===== src/design/clsup_pkg.sv =====
// Shared types, codes and helpers of the crash-loop supervisor.
`timescale 1ns / 1ps
`default_nettype none
package clsup_pkg;

  // Error codes
  localparam logic [4:0] CODE_NONE      = 5'd0;
  localparam logic [4:0] CODE_WDG_RESET = 5'd11;
  localparam logic [4:0] CODE_CREDS_BLANK = 5'd15;

  localparam logic [15:0] COUNTER_MAX = 16'hFFFF;

  // Stream widths
  localparam int unsigned InDataW  = 104;
  localparam int unsigned OutDataW = 80;
  localparam int unsigned CfgIdxW  = 2;
  localparam int unsigned CfgDataW = 32;

  // Item kinds carried in tuser
  typedef enum logic [1:0] {
    MODE_BOOT  = 2'd0,
    MODE_LOG   = 2'd1,
    MODE_CHECK = 2'd2
  } mode_e;

  // Register indexes
  typedef enum logic [CfgIdxW-1:0] {
    CFG_MIN_UPTIME   = 2'd0,
    CFG_CRASH_LIMIT  = 2'd1,
    CFG_STREAK_LIMIT = 2'd2
  } cfg_idx_e;

  typedef struct packed {
    logic [31:0] min_uptime_ms;
    logic [7:0]  crash_limit;
    logic [14:0] streak_limit;
  } cfg_t;

  // Fields of one input item that the logic uses
  typedef struct packed {
    logic [1:0]  mode;
    logic [4:0]  error_code;
    logic [31:0] tick_ms;
    logic        watchdog_caused;
    logic        rtc_ready;
  } item_t;

  typedef struct packed {
    logic        loop_tripped;
    logic [15:0] fault_streak;
    logic [15:0] crash_total;
    logic [4:0]  prior_error;
    logic [4:0]  recorded_error;
    logic [31:0] boot_count;
  } res_t;

  // Saturating increment of a retained counter
  function automatic logic [15:0] sat_inc(input logic [15:0] v);
    sat_inc = (v == COUNTER_MAX) ? COUNTER_MAX : v + 16'd1;
  endfunction

endpackage
`default_nettype wire


===== src/design/clsup_cfg.sv =====
// Configuration registers of the crash-loop supervisor.
`timescale 1ns / 1ps
`default_nettype none
module clsup_cfg
  import clsup_pkg::*;
(
  input  wire logic                clk_i,
  input  wire logic                rst_ni,
  input  wire logic                cfg_we_i,
  input  wire logic [CfgIdxW-1:0]  cfg_idx_i,
  input  wire logic [CfgDataW-1:0] cfg_wdata_i,
  output cfg_t                     cfg_o
);

  cfg_t cfg_d, cfg_q;

  // Decode a register write; unknown indexes are dropped
  always_comb begin
    cfg_d = cfg_q;
    if (cfg_we_i) begin
      case (cfg_idx_e'(cfg_idx_i))
        CFG_MIN_UPTIME:   cfg_d.min_uptime_ms = cfg_wdata_i;
        CFG_CRASH_LIMIT:  cfg_d.crash_limit   = cfg_wdata_i[7:0];
        CFG_STREAK_LIMIT: cfg_d.streak_limit  = cfg_wdata_i[14:0];
        default:          cfg_d = cfg_q;
      endcase
    end
  end

  always_ff @(posedge clk_i or negedge rst_ni) begin
    if (!rst_ni) begin
      cfg_q.min_uptime_ms <= 32'd30000;
      cfg_q.crash_limit   <= 8'd5;
      cfg_q.streak_limit  <= 15'd20;
    end else begin
      cfg_q <= cfg_d;
    end
  end

  assign cfg_o = cfg_q;

endmodule
`default_nettype wire


===== src/design/clsup_core.sv =====
// Retained supervisor state and its per-item update.
`timescale 1ns / 1ps
`default_nettype none
module clsup_core
  import clsup_pkg::*;
(
  input  wire logic  clk_i,
  input  wire logic  rst_ni,
  input  wire logic  step_i,
  input  wire item_t item_i,
  input  wire cfg_t  cfg_i,
  output res_t       res_o
);

  // Reset cause word and app state are retained only for software readout,
  // which this block does not provide, so they are not kept here.
  logic [31:0] boots_d, boots_q;
  logic [4:0]  code_d, code_q;
  logic [31:0] tick_d, tick_q;
  logic [15:0] crash_d, crash_q;
  logic [15:0] streak_d, streak_q;

  logic [4:0]  prior;
  logic        err_boot;
  logic        short_up;
  logic        over_guard;
  logic        trip;
  logic        tripped;

  // Next state and result for the item in the input register
  always_comb begin
    boots_d  = boots_q;
    code_d   = code_q;
    tick_d   = tick_q;
    crash_d  = crash_q;
    streak_d = streak_q;
    prior    = CODE_NONE;
    tripped  = 1'b0;

    err_boot   = 1'b0;
    short_up   = (tick_q != 32'd0) && (tick_q < cfg_i.min_uptime_ms);
    over_guard = streak_q > {cfg_i.streak_limit, 1'b0};
    trip       = (crash_q >= {8'd0, cfg_i.crash_limit}) ||
                 (streak_q >= {1'b0, cfg_i.streak_limit});

    case (mode_e'(item_i.mode))
      MODE_BOOT: begin
        prior = (item_i.watchdog_caused && code_q == CODE_NONE) ? CODE_WDG_RESET
                                                                 : code_q;
        err_boot = (prior != CODE_NONE) && (prior != CODE_CREDS_BLANK);
        crash_d  = (err_boot && short_up) ? sat_inc(crash_q) : 16'd0;
        // Guard clear is overridden by the increment from zero
        streak_d = err_boot ? (over_guard ? 16'd1 : sat_inc(streak_q)) : 16'd0;
        boots_d  = boots_q + 32'd1;
        code_d   = CODE_NONE;
        tick_d   = 32'd0;
      end
      MODE_LOG: begin
        code_d = item_i.error_code;
        tick_d = item_i.tick_ms;
      end
      MODE_CHECK: begin
        if (trip && item_i.rtc_ready) begin
          tripped  = 1'b1;
          crash_d  = 16'd0;
          streak_d = 16'd0;
        end
      end
      default: begin
        boots_d = boots_q;
      end
    endcase

    res_o.boot_count     = boots_d;
    res_o.recorded_error = code_d;
    res_o.prior_error    = prior;
    res_o.crash_total    = crash_d;
    res_o.fault_streak   = streak_d;
    res_o.loop_tripped   = tripped;
  end

  // State registers advance once per transfer into the result stage
  always_ff @(posedge clk_i or negedge rst_ni) begin
    if (!rst_ni) begin
      boots_q  <= 32'd0;
      code_q   <= CODE_NONE;
      tick_q   <= 32'd0;
      crash_q  <= 16'd0;
      streak_q <= 16'd0;
    end else if (step_i) begin
      boots_q  <= boots_d;
      code_q   <= code_d;
      tick_q   <= tick_d;
      crash_q  <= crash_d;
      streak_q <= streak_d;
    end
  end

`ifndef SYNTHESIS
  // A boot bumps the boot count by one
  a_boot_inc: assert property (@(posedge clk_i) disable iff (!rst_ni)
    (step_i && item_i.mode == MODE_BOOT) |=> boots_q == $past(boots_q) + 32'd1)
    else $error("boot count did not advance on boot");

  // Any other item leaves the boot count alone
  a_boot_hold: assert property (@(posedge clk_i) disable iff (!rst_ni)
    (step_i && item_i.mode != MODE_BOOT) |=> $stable(boots_q))
    else $error("boot count changed on non-boot item");

  // A log item records its code
  a_log_code: assert property (@(posedge clk_i) disable iff (!rst_ni)
    (step_i && item_i.mode == MODE_LOG) |=> code_q == $past(item_i.error_code))
    else $error("logged code not recorded");

  // A trip leaves both counters cleared
  a_trip_clear: assert property (@(posedge clk_i) disable iff (!rst_ni)
    (step_i && tripped) |=> (crash_q == 16'd0 && streak_q == 16'd0))
    else $error("counters not cleared after trip");
`endif

endmodule
`default_nettype wire


===== src/design/crash_loop_supervisor.sv =====
// Top level of the crash-loop supervisor: stream handshake and pipeline registers.
// An input transfer is captured in the input register and its result in the output
// register when that stage can accept it; the result is then offered downstream.
// Throughput: one item per cycle unless the output stalls; the retained-state
// update is one combinational step between the input and result registers.
// Back-pressure on the output stalls the input register, which stalls tready.
// Reset (rst_ni low, asynchronous): counters and codes clear, registers take
// their default limits, both pipeline stages empty.
`timescale 1ns / 1ps
`default_nettype none
module crash_loop_supervisor
  import clsup_pkg::*;
(
  input  wire logic                clk_i,
  input  wire logic                rst_ni,
  input  wire logic                cfg_we_i,
  input  wire logic [CfgIdxW-1:0]  cfg_idx_i,
  input  wire logic [CfgDataW-1:0] cfg_wdata_i,
  input  wire logic                s_axis_tvalid_i,
  output logic                     s_axis_tready_o,
  // error_code[4:0], state_word[36:5], tick_ms[68:37], reset_flags[100:69],
  // watchdog_caused[101], rtc_ready[102], zero[103]
  input  wire logic [InDataW-1:0]  s_axis_tdata_i,
  // mode[1:0]
  input  wire logic [1:0]          s_axis_tuser_i,
  output logic                     m_axis_tvalid_o,
  input  wire logic                m_axis_tready_i,
  // boot_count[31:0], recorded_error[36:32], prior_error[41:37],
  // crash_total[57:42], fault_streak[73:58], loop_tripped[74], zero[79:75]
  output logic [OutDataW-1:0]      m_axis_tdata_o
);

  cfg_t  cfg;
  item_t item_q;
  res_t  res_d, res_q;
  logic  in_vld_q, out_vld_q;
  logic  out_adv, in_adv;

  clsup_cfg u_cfg (
    .clk_i      (clk_i),
    .rst_ni     (rst_ni),
    .cfg_we_i   (cfg_we_i),
    .cfg_idx_i  (cfg_idx_i),
    .cfg_wdata_i(cfg_wdata_i),
    .cfg_o      (cfg)
  );

  // Handshake: each stage loads when empty or when it empties this cycle
  assign out_adv         = !out_vld_q || m_axis_tready_i;
  assign in_adv          = in_vld_q && out_adv;
  assign s_axis_tready_o = !in_vld_q || out_adv;

  always_ff @(posedge clk_i or negedge rst_ni) begin
    if (!rst_ni) begin
      in_vld_q  <= 1'b0;
      out_vld_q <= 1'b0;
    end else begin
      if (s_axis_tready_o) in_vld_q <= s_axis_tvalid_i;
      if (out_adv)         out_vld_q <= in_vld_q;
    end
  end

  // Input register: only the fields the logic consumes
  always_ff @(posedge clk_i) begin
    if (s_axis_tready_o && s_axis_tvalid_i) begin
      item_q.mode            <= s_axis_tuser_i;
      item_q.error_code      <= s_axis_tdata_i[4:0];
      item_q.tick_ms         <= s_axis_tdata_i[68:37];
      item_q.watchdog_caused <= s_axis_tdata_i[101];
      item_q.rtc_ready       <= s_axis_tdata_i[102];
    end
  end

  clsup_core u_core (
    .clk_i (clk_i),
    .rst_ni(rst_ni),
    .step_i(in_adv),
    .item_i(item_q),
    .cfg_i (cfg),
    .res_o (res_d)
  );

  // Result register
  always_ff @(posedge clk_i) begin
    if (in_adv) res_q <= res_d;
  end

  assign m_axis_tvalid_o = out_vld_q;
  assign m_axis_tdata_o  = {5'd0, res_q};

`ifndef SYNTHESIS
  // A tripped result always reports cleared counters
  a_trip_res: assert property (@(posedge clk_i) disable iff (!rst_ni)
    (out_vld_q && res_q.loop_tripped) |->
      (res_q.crash_total == 16'd0 && res_q.fault_streak == 16'd0))
    else $error("tripped result with live counters");

  // A stalled output keeps the input stage from advancing
  a_stall: assert property (@(posedge clk_i) disable iff (!rst_ni)
    (out_vld_q && !m_axis_tready_i) |-> !in_adv)
    else $error("input stage advanced into a stalled output");

  // A full input stage feeding a stalled output refuses new items
  a_full: assert property (@(posedge clk_i) disable iff (!rst_ni)
    (in_vld_q && out_vld_q && !m_axis_tready_i) |-> !s_axis_tready_o)
    else $error("ready while both stages full and stalled");
`endif

endmodule
`default_nettype wire

===== config.mk =====
export PLATFORM = sky130hd
export DESIGN_NAME = crash_loop_supervisor
export DESIGN_NICKNAME = d
export VERILOG_FILES = /design/src/design/clsup_pkg.sv /design/src/design/clsup_cfg.sv /design/src/design/clsup_core.sv /design/src/design/crash_loop_supervisor.sv
export SDC_FILE = /design/constraint.sdc
export NUM_CORES = 1
export LEC_CHECK = 0
export ABC_AREA = 1
export BUFFER_PORTS_ARGS = -buffer_cell sky130_fd_sc_hd__buf_2
export CORE_AREA = 2 2 169 171
export DETAILED_ROUTE_END_ITERATION = 7
export DIE_AREA = 0 0 171 173
export PLACE_DENSITY = 0.71
export SLEW_MARGIN = 0
export SYNTH_ARGS = -nofsm -noshare
export SYNTH_HDL_FRONTEND = slang
export SYNTH_SLANG_ARGS = --single-unit

===== constraint.sdc =====
create_clock -name clk_i -period 2.6 [get_ports clk_i]
set_clock_uncertainty 0.1 [all_clocks]
set_input_delay 0.52 -clock clk_i [delete_from_list [all_inputs] [get_ports clk_i]]
set_output_delay 0.52 -clock clk_i [all_outputs]
set_load 0.1 [all_outputs]

; ---- Yosys cells after proc, flatten, opt, wreduce, memory -nomap -nowiden
; Index checks and enable logic that the tools add are counted.
[classes]
add_sub_neg = 3
n_lt_le_gt_ge = 4
eq_ne = 7
muxes = 14
reduce_logical = 22
[ops]
columns = operator, count
row1 = 16-bit 2-to-1 mux, 7
row2 = 16-bit case mux with 2 select lines, 2
row3 = 32-bit case mux with 2 select lines, 1
row4 = 16-bit by 1-bit adder with 16-bit output (second input constant), 2
row5 = 32-bit by 1-bit adder with 32-bit output (second input constant), 1
row6 = 16-bit == test (second input constant), 2
row7 = 32-bit less-than comparator, 1
row8 = 32-bit 2-to-1 mux, 1
row9 = 32-bit nonzero test, 1
row10 = 16-bit by 15-bit >= comparator with 1-bit output, 1
row11 = 16-bit by 8-bit >= comparator with 1-bit output, 1
row12 = 16-bit greater-than comparator, 1
row13 = 5-bit case mux with 2 select lines, 1
row14 = 2-bit AND reduction, 4
row15 = 1-bit logical AND, 7
row16 = 5-bit logical NOT, 1
row17 = 5-bit 2-to-1 mux, 1
row18 = 5-bit by 4-bit != test with 1-bit output (second input constant), 1
row19 = 5-bit nonzero test, 1
row20 = 2-bit by 1-bit == test with 1-bit output (second input constant), 2
row21 = 2-bit == test (second input constant), 2
row22 = 2-bit logical NOT, 2
row23 = 1-bit logical OR, 3
row24 = 1-bit logical NOT, 2
row25 = other kinds (2), 2
[word_totals]
ff_bits = 274
inputBits = 145
out_inout_bits = 82
word_cells = 71

; ---- Longest topological paths before layout
; Gate-level depths: netlist (run 1).
[logic_depth]
word_depth = 8
mapped_depth = 17
ltp_nobuf = 16

; ---- Hierarchy
; From an unflattened synthesis (run 1), not the netlist that was laid out.
[unflattened]
hier_cells = 1668
area_unflattened_um2 = 14247.4
[by_module_without_submodules]
columns = mod, n_inst, cells_each, area_per_inst_um2, seq_area_each_um2
row1 = clsup_core, 1, 1291, 8390.5, 2527.4
row2 = crash_loop_supervisor, 1, 134, 3619.7, 3533.4
row3 = clsup_cfg, 1, 243, 2237.1, 1390.1

; ---- Worst setup path after synthesis (run 1)
; Ideal clock, no wire load.
[synth_path]
path_kind = reg-to-reg
start = register out_vld_q (netlist: m_axis_tvalid_o)
end = register item_q[0] (netlist name) (enable)
setup_time_ns = 0.442
t_arrival_ns = 2.761
required_ns = 2.058
setup_slack_ns = -0.703
path_stages_with_launch = 4
n_path_buf = 0
synth_period_minus_slack_ns = 3.303
cell_sequence = dfrtp_1 nand3_1 nand2_1 inv_1
[synth_via]
elab_chain_len = 4
[synth_lines]
columns = item, line
row1 = from (decl), crash_loop_supervisor.sv:36  ; logic in_vld_q, out_vld_q;
row2 = from (signal assigned), crash_loop_supervisor.sv:59  ; if (out_adv) out_vld_q <= in_vld_q;
row3 = 1-bit logical NOT, crash_loop_supervisor.sv:49  ; assign out_adv = !out_vld_q || m_axis_tready_i;
row4 = 1-bit logical OR, crash_loop_supervisor.sv:49
row5 = 1-bit logical OR, crash_loop_supervisor.sv:51  ; assign s_axis_tready_o = !in_vld_q || out_adv;
row6 = via s_axis_tready_o, crash_loop_supervisor.sv:20  ; output logic s_axis_tready_o,
row7 = 1-bit logical AND, crash_loop_supervisor.sv:65  ; if (s_axis_tready_o && s_axis_tvalid_i) begin
row8 = to (decl), crash_loop_supervisor.sv:34  ; item_t item_q;
; The timed path passes the listed nets, and every way through them passes these cells.
; A chain may end at the register's enable or synchronous reset.

==> flow_summary.ini, run 1 <==
[clock_tree]
cts_sinks = 274
cts_buffer_depth = 3
clkLatencyLatePin_ns = 0.54
root_buffer = clkbuf_16
cts-htree-levels = 1
cts_tree = yes
clk_pin_slew_ns = 0.06
cts_buffers = 29

[worst_setup_path]
worst-r2r-cell-count = 11
r2r-end = m_axis_tdata_o[31]
rrSetupSlack_ns = 0.25
cp_max_fo = 7
startpoint_type = flip-flop
r2r_start = item_q[39]
crit_required_ns = 2.80
cp.arrival_ns = 2.55
setup.worst_path.class = reg2reg
cp-end-kind = flip-flop

[route]
viasPerCell = 5.10
drc = 0
antenna_left = 0
dr.first_iter.drc_count = 672
finalWirelength_um = 30300
via_count = 10785
firstDrtPassIters = 5
drt-wirelength-per-cell_um = 14.3

[place]
portBuffers = 156
globalplace.congestion = 0.852
dp_hpwl_um = 21400
place_inst = 2061

[die]
die_h_um = 173
initial_core_util_pct = 50.3
placement_rows = 61
coreArea_um2 = 27600
ios = 227
dieArea_um2 = 29600
die_w_um = 171

[min_path]
hold_depth = 1
hold_end = item_q[3]
hp-class = in2reg
min-delay-start = s_axis_tdata_i[38]

[yosys]
syn_inst = 1557
yosysWarnings = 0
synth.avg_cell_area_um2 = 8.93
ys_types = 47
ys_seq_elements = 274
syn_area_um2 = 13900
synth_sequential_area_ratio_pct = 53.6

[job]
maxCapViolCount = 0

[sta]
rsz0062_at_grt = false
finalCritPeriodShare_pct = 90.5
max_slew.worst_pin.slew_ns = 0.638
finalSetupViolations = 0
fmax_ghz = 0.425
drv_slew = 0
slew_headroom_pct = 57.4
tns_ns = 0
hold_viol = 0
layout_min_cycle_time_ns = 2.35

[cells_and_area]
area_growth_syn_to_layout_pct = 17.1
stdcell_count = 2116
fillers = 2453
drive_above_1_share_pct = 17.0
antenna_cells = 0
utilization_pct = 59.0
num-nets-final = 1932

[power_and_ir_drop]
seq_power_share_pct = 40.7
total_leakage_power_nw = 7.88
p_per_area_nw_per_um2 = 866
peakVddDrop_mv = 0.490
clkPwrFrac_pct = 31.2
p_sw_share_pct = 36.2
intPower_w = 0.00899
p_sw_w = 0.00511
p_comb_share_pct = 28.1

[global_route]
grt_pass1_vias = 10448
grt_overflow = 0
grt_first_pass_wirelength_um = 51200
antenna_found_initial = 0
track_usage_pct = 21.1
grt_max_degree = 83

[status]
status = finished, final reports clean
==> state kept, by name, indices dropped and copies added (netlist names) <==
register	cells
in_vld_q	1
item_q	41
m_axis_tdata_o	75
m_axis_tvalid_o	1
u_cfg.cfg_o	55
u_core.boots_q	32
u_core.code_q	5
u_core.crash_q	16
u_core.streak_q	16
u_core.tick_q	32
==> cells in the mapped netlist, drive strengths merged <==
library cell	count	area (um2)
a21o	3	22.5
a21oi	51	259
a31oi	1	6.26
and2	1	6.26
buf	18	124
clkbuf	43	161
clkinv	1	5.00
conb	1	3.75
dfrtp	147	3680
dfstp	11	289
edfxtp	116	3480
ha	72	901
inv	168	631
nand2	424	1610
nand3	172	908
nand3b	1	7.51
nand4	18	119
nor2	118	504
nor3	24	156
nor4	2	12.5
o211ai	1	7.51
o21a	3	22.5
o21ai	115	587
o21bai	2	18.8
o22ai	6	37.5
or2	2	12.5
xnor2	5	51.3
xor2	31	287
==> power groups by stage <==
stage	clock network (W)	logic [W]	registers, W
after global routing	0.00467	0.00436	0.00583
after detailed placement	0	0.00398	0.00582
after floorplan	0	0.00164	0.00721
final	0.00440	0.00396	0.00575
after CTS	0.00449	0.00399	0.00575
after global placement	0	0.00390	0.00579
==> critical path, stage by stage (launching register included) <==
cell	delay, ns
edfxtp_1	0.46
nor2_4	0.27
nand2_2	0.12
nor3_4	0.17
nand2_2	0.13
clkinv_2	0.09
nand2_4	0.08
nor2_8	0.14
nand4_2	0.15
nor2_1	0.14
nand2_1	0.08
and2_1	0.16
==> layout make-up <==
| class | instances | area [um2] | share of cell area (%) |
|---|---|---|---|
| Multi-Input combinational cell | 1057 | 5580 | 34.3 |
| Clock buffer | 39 | 828 | 5.08 |
| Inverter | 169 | 644 | 3.95 |
| Clock inverter | 15 | 204 | 1.25 |
| Tap cell | 378 | 473 | 2.90 |
| Sequential cell | 274 | 7450 | 45.7 |
| Timing Repair Buffer | 184 | 1110 | 6.83 |
==> worst max-delay path by stage <==
| stage | depth (start not counted) | to | startpoint |
|---|---|---|---|
| 2_1_floorplan | 3 | item_q[0] | m_axis_tvalid_o |
| 3_3_place_gp | 11 | m_axis_tdata_o[73] | u_cfg.cfg_o[2] |
| 3_5_place_dp | 11 | m_axis_tdata_o[73] | u_cfg.cfg_o[2] |
| 4_1_cts | 11 | m_axis_tdata_o[73] | u_cfg.cfg_o[2] |
| 5_1_grt | 12 | u_core.crash_q[3] | u_core.streak_q[7] |
| 6_report | 11 | m_axis_tdata_o[31] | item_q[39] |
==> metal layers <==
layer	vias to the layer above	share of wire, %	GRT usage (%)	wire (um)
met5	-	0	0	0
met4	0	2.0	4.48	606
met3	46	4.4	2.91	1350
met2	226	48	35.3	14400
met1	5079	46	29.3	13900
li1	5434	-	-	-
==> repair_timing <==
item / 4_1_cts / 5_1_grt
hold endpoints to repair: 51 / 0
endpoints found under the setup margin: 0 / 7
hold buffers: 1 / 0
resized for setup: 0 / 1
setup buffers: 0 / 0
==> per-stage QoR <==
step / setup WS [ns] / total power (W) / hold slack [ns] / cell area, um2
floorplan: 0.178 / 0.00885 / 0.124 / 13900
global placement: 0.227 / 0.00969 / 0.363 / 15300
detailed placement: 0.186 / 0.00980 / 0.367 / 15300
CTS: 0.168 / 0.0142 / 0.0243 / 16300
global route: 0.0582 / 0.0149 / 0.0291 / 16300
finish: 0.248 / 0.0141 / 0.0487 / 16300
==> logic make-up after synthesis <==
family | share of synthesized area [%]
buffers and inverters | 6.62
and+or+nand+nor | 24.0
AOI/OAI and AO/OA | 6.91
other | 0.0270
adders and majority gates | 6.48
DFF | 53.6
xor gates and xnor gates | 2.43
==> layout by cell type, fill, tap and decap left out, types with 6 or more instances in the layout <==
master,n
nand2_1,417
inv_1,162
nand3_1,162
buf_2,155
dfrtp_1,146
edfxtp_1,116
o21ai_0,111
nor2_1,105
ha_1,72
a21oi_1,50
clkbuf_16,30
xor2_1,29
nor3_1,18
buf_4,18
nand4_1,17
dfstp_2,11
buf_12,9
nor2_2,8
nand3_2,8
o22ai_1,6
nand2_2,6
Power figures use the tool's default switching activity.
==> inputs of run 2 (changes only) <==
Settings changed: REMOVE_ABC_BUFFERS from default to 1.
==> run 2 against run 1 <==
  * Clock-buffer cell count grew 4
  * Core utilization shrank 0.16 points
  * Combinational power is essentially flat
  * Flip-flop and latch count is the same
  * Largest power group unchanged
  * Non-clock buffer count grew 1
  * Largest cell class unchanged
  * Final cell count grew 0.14%
  * Fmax shrank 2.5%
  * Register-to-register slack lost 0.06 ns
  * First-iteration DRC count grew 10%
  * Wire length is essentially flat
==> flow_summary.ini, run 2 (synthesis results as in run 1) <==
[status]
status = finished, final reports clean

[worst_setup_path]
cp.arrival_ns = 2.61
rrSetupSlack_ns = 0.19
startpoint_type = flip-flop
setup.worst_path.class = reg2reg
critPathMaxStageDelay_ns = 0.42
cp-end-kind = flip-flop
cp_max_fo = 4
crit_required_ns = 2.80
crit_slowest_cell = dfrtp_1
cp_cell_sequence = ha_1 -> nand2_1 -> nor2_1 -> nand2_1 -> nor2_1 -> nand2_1 -> nor3_2 -> nand3_1 -> nor2_2 -> nand2_1 -> nor2_1 -> nor2_1

[sta]
finalCritPeriodShare_pct = 92.8
max_slew.worst_pin.slew_ns = 0.679
fin_ws_ns = 0.188
hold_viol = 0
drv_slew = 0
fmax_ghz = 0.415
layout_min_cycle_time_ns = 2.41
holdWs_ns = 0.0410
slew_headroom_pct = 54.8
rsz0062_at_grt = false
finalSetupViolations = 0

[die]
die_h_um = 173
placement_rows = 61
coreArea_um2 = 27600
ios = 227
dieArea_um2 = 29600
die_w_um = 171
initial_core_util_pct = 50.3

[cells_and_area]
multi_input_area_um2 = 5580
fillers = 2436
stdcell_count = 2119
num-nets-final = 1934
seqCellArea_um2 = 7450
final_common_cell = nand2_1
utilization_pct = 58.8
layout_common_cells = 418 x nand2_1, 163 x nand3_1, 162 x inv_1, 155 x buf_2, 147 x dfrtp_1
drive_above_1_share_pct = 16.9
area_growth_syn_to_layout_pct = 16.8
antenna_cells = 0
largest_register_ffs = 75

[power_and_ir_drop]
p_sw_w = 0.00512
intPower_w = 0.00882
p_comb_share_pct = 28.3
clkPwrFrac_pct = 30.4
p_per_area_nw_per_um2 = 857
seq_power_share_pct = 41.3
total_leakage_power_nw = 7.86
power_w = 0.0139
p_sw_share_pct = 36.7
peakVddDrop_mv = 0.550

[global_route]
grt_overflow = 0
grt_max_degree = 65
track_usage_pct = 21.0
grt_pass1_vias = 10395
grt_first_pass_wirelength_um = 50700
antenna_found_initial = 0

[route]
firstDrtPassIters = 5
drc = 0
antenna_left = 0
dr.first_iter.drc_count = 742
viasPerCell = 5.07
finalWirelength_um = 30300
drt-wirelength-per-cell_um = 14.3
via_count = 10744

[place]
globalplace.congestion = 0.836
place_inst = 2062
portBuffers = 156
dp_hpwl_um = 21300
dp_slack_ns = 0.162

[clock_tree]
clk_pin_slew_ns = 0.06
cts_setup_buffers = 0
cts_buffer_depth = 3
cts_buffers = 30
cts_tree = yes
cts-htree-levels = 1
root_buffer = clkbuf_16
cts_sinks = 274
clkLatencyLatePin_ns = 0.55

[job]
maxCapViolCount = 0

[min_path]
hp-class = in2reg
[run 2: cell count changes in the layout (fill, tap and decap cells not counted), moves of 2 or more]
cell	before	now
bufinv_16	5	1
clkbuf_16	30	34
buf_4	18	21
buf_12	9	7
clkinv_1	3	5
clkinv_2	5	7
[run 2: routing by layer]
| metal | part of all wire, % | GRT usage [%] | vias up | wire (um) |
|---|---|---|---|---|
| li1 | - | - | 5436 | - |
| met1 | 45 | 28.3 | 5009 | 13600 |
| met2 | 48 | 36.1 | 268 | 14700 |
| met3 | 5.1 | 2.59 | 31 | 1550 |
| met4 | 1.5 | 4.87 | 0 | 456 |
| met5 | 0 | 0 | - | 0 |
[run 2: layout make-up]
cell class / count / share of cell area (%)
inverters: 169 / 3.94
repair buffers: 185 / 6.74
flip-flops and latches: 274 / 45.8
multi-input cells: 1057 / 34.3
clock buffers: 43 / 5.69
well taps: 378 / 2.91
clock inverters: 13 / 0.547
[run 2: through the flow]
stage	cell area, um2	setup TNS (ns)
2_1_floorplan	13600	-572.11
3_3_place_gp	15200	0
3_5_place_dp	15200	0
4_1_cts	16200	0
5_1_grt	16300	0
6_report	16300	0
[run 2: power by group through the flow]
| stage | clock network, W | logic (W) | registers [W] |
|---|---|---|---|
| 6_report | 0.00424 | 0.00394 | 0.00576 |
| 5_1_grt | 0.00453 | 0.00432 | 0.00584 |
| 4_1_cts | 0.00433 | 0.00397 | 0.00575 |
| 3_5_place_dp | 0 | 0.00395 | 0.00582 |
| 3_3_place_gp | 0 | 0.00385 | 0.00580 |
| 2_1_floorplan | 0 | 0.00156 | 0.00724 |
[run 2: worst max-delay path, delay by kind of cell, from the launching register on]
family,cells,cell delay [ns]
adders and majority gates,1,0.19
DFF,1,0.42
and+or+nand+nor,11,1.46
[run 2: final timing paths]
check,start,end,cells after the start
min reg2reg,item_q[33],u_core.tick_q[31],2
max,u_core.boots_q[0],m_axis_tdata_o[26],12
max in group asynchronous,rst_ni,u_core.streak_q[4],3
min in group asynchronous,rst_ni,u_cfg.cfg_o[46],2
max reg2reg,u_core.boots_q[0],m_axis_tdata_o[26],12
min,s_axis_tdata_i[60],item_q[25],1
[run 2: what timing repair did]
item,4_1_cts,5_1_grt
setup endpoints to repair,0,5
hold buffers,1,0
resized for setup,0,2
hold endpoints to repair,26,0
==> inputs of run 3 (changes only) <==
Settings changed: MAX_ROUTING_LAYER from default to met4.
==> run 3 against run 2 <==
  * Sequential share of layout area did not move
  * Register-to-register slack is essentially flat
  * Critical path depth unchanged
  * Cell area unchanged
  * Worst hold slack gained 0.0023 ns
  * Clock power about the same
  * Global-route usage rose by 0.64 points
  * Critical endpoint unchanged
==> flow_summary.ini, run 3 (synthesis results as in run 1) <==
[worst_setup_path]
crit_required_ns = 2.80
cp.arrival_ns = 2.61
startpoint_type = flip-flop
setup.worst_path.class = reg2reg
crit_slowest_cell = dfrtp_1
cp_max_fo = 4
path_buf_inv = 0
critPathMaxStageDelay_ns = 0.42
cp_cell_sequence = ha_1 -> nand2_1 -> nor2_1 -> nand2_1 -> nor2_1 -> nand2_1 -> nor3_2 -> nand3_1 -> nor2_2 -> nand2_1 -> nor2_1 -> nor2_1
path_delay_family = simple AND/OR/NAND/NOR gates
cp-end-kind = flip-flop

[place]
dp_hpwl_um = 21300
globalplace.congestion = 0.849
placed_area_um2 = 15200
portBuffers = 156
dp_slack_ns = 0.162

[sta]
fin_ws_ns = 0.188
slew_headroom_pct = 54.6
tns_ns = 0
max_slew.worst_pin.slew_ns = 0.681
finalCritPeriodShare_pct = 92.8
holdWs_ns = 0.0433
rsz0062_at_grt = false
layout_min_cycle_time_ns = 2.41
fmax_ghz = 0.415
finalSetupViolations = 0
hold_viol = 0
drv_slew = 0

[cells_and_area]
largest_register_ffs = 75
final_common_cell = nand2_1
final_area_um2 = 16300
drive_above_1_share_pct = 16.9
num-nets-final = 1934
antenna_cells = 0
area_growth_syn_to_layout_pct = 16.8
layout_common_cells = 418 x nand2_1, 163 x nand3_1, 162 x inv_1, 155 x buf_2, 147 x dfrtp_1

[clock_tree]
cts_buffers = 30
cts_setup_buffers = 0
cts-htree-levels = 1
root_buffer = clkbuf_16
cts_buffer_depth = 3
cts_tree = yes
clkLatencyLatePin_ns = 0.55
clk_pin_slew_ns = 0.06
cts_sinks = 274

[route]
viasPerCell = 5.08
finalWirelength_um = 30400
via_count = 10769
drc = 0
antenna_left = 0
dr.first_iter.drc_count = 751
drt-wirelength-per-cell_um = 14.3
firstDrtPassIters = 5

[power_and_ir_drop]
total_leakage_power_nw = 7.86
p_sw_share_pct = 36.7
power_w = 0.0139
peakVddDrop_mv = 0.550
intPower_w = 0.00882
clkPwrFrac_pct = 30.4
p_sw_w = 0.00512
seq_power_share_pct = 41.3
p_per_area_nw_per_um2 = 857
p_comb_share_pct = 28.3

[die]
initial_core_util_pct = 50.3
placement_rows = 61
coreArea_um2 = 27600
die_h_um = 173
die_w_um = 171
ios = 227
dieArea_um2 = 29600

[job]
maxCapViolCount = 0

[global_route]
grt_pass1_vias = 10396
grt_overflow = 0
track_usage_pct = 21.6
antenna_found_initial = 0
grt_max_degree = 65
grt_first_pass_wirelength_um = 50700

[status]
status = finished, final reports clean

[min_path]
hp-class = in2reg
==> run 3: per-stage QoR <==
stage	utilization [%]	cells
final	58.8	2119
after global routing	58.8	2119
after CTS	58.8	2119
after detailed placement	55.1	2062
after global placement	55.1	2062
after floorplan	-	1500
==> run 3: worst paths after layout <==
path / start / end / slack (ns) / depth (start not counted)
setup / recovery: u_core.boots_q[0] / m_axis_tdata_o[26] / 0.19 / 12
setup reg to reg: u_core.boots_q[0] / m_axis_tdata_o[26] / 0.19 / 12
min in group asynchronous: rst_ni / u_cfg.cfg_o[46] / 0.33 / 2
max in group asynchronous: rst_ni / u_cfg.cfg_o[15] / 1.40 / 3
hold reg to reg: item_q[33] / u_core.tick_q[31] / 0.37 / 2
hold / removal: s_axis_tdata_i[60] / item_q[25] / 0.04 / 1
==> run 3: per-layer routing <==
metal  GRT usage [%]  share of wire, %  wire length (um)
met4            4.87               1.6               475
met5               -                 0                 0
met2            36.1                48             14700
met3            2.61               5.1              1540
met1            28.3                45             13700
==> run 3: power by group through the flow <==
stage,Clock (W),Sequential [W],Combinational (W)
after floorplan,0,0.00724,0.00156
after global placement,0,0.00580,0.00385
after detailed placement,0,0.00582,0.00395
after CTS,0.00433,0.00575,0.00397
after global routing,0.00453,0.00584,0.00432
final,0.00424,0.00575,0.00394
==> run 3: area by class of cell <==
class	count	area, um2
clock inverters	13	88.8
multi-input cells	1057	5580
flip-flops and latches	274	7450
clock buffers	43	925
well taps	378	473
inverters	169	641
repair buffers	185	1090
fillers	2436	11400
==> run 3: repair_timing <==
item | 4_1_cts | 5_1_grt
endpoints found under the setup margin | 0 | 5
resized for setup | 0 | 2
endpoints found under the hold margin | 26 | 0
hold buffers | 1 | 0
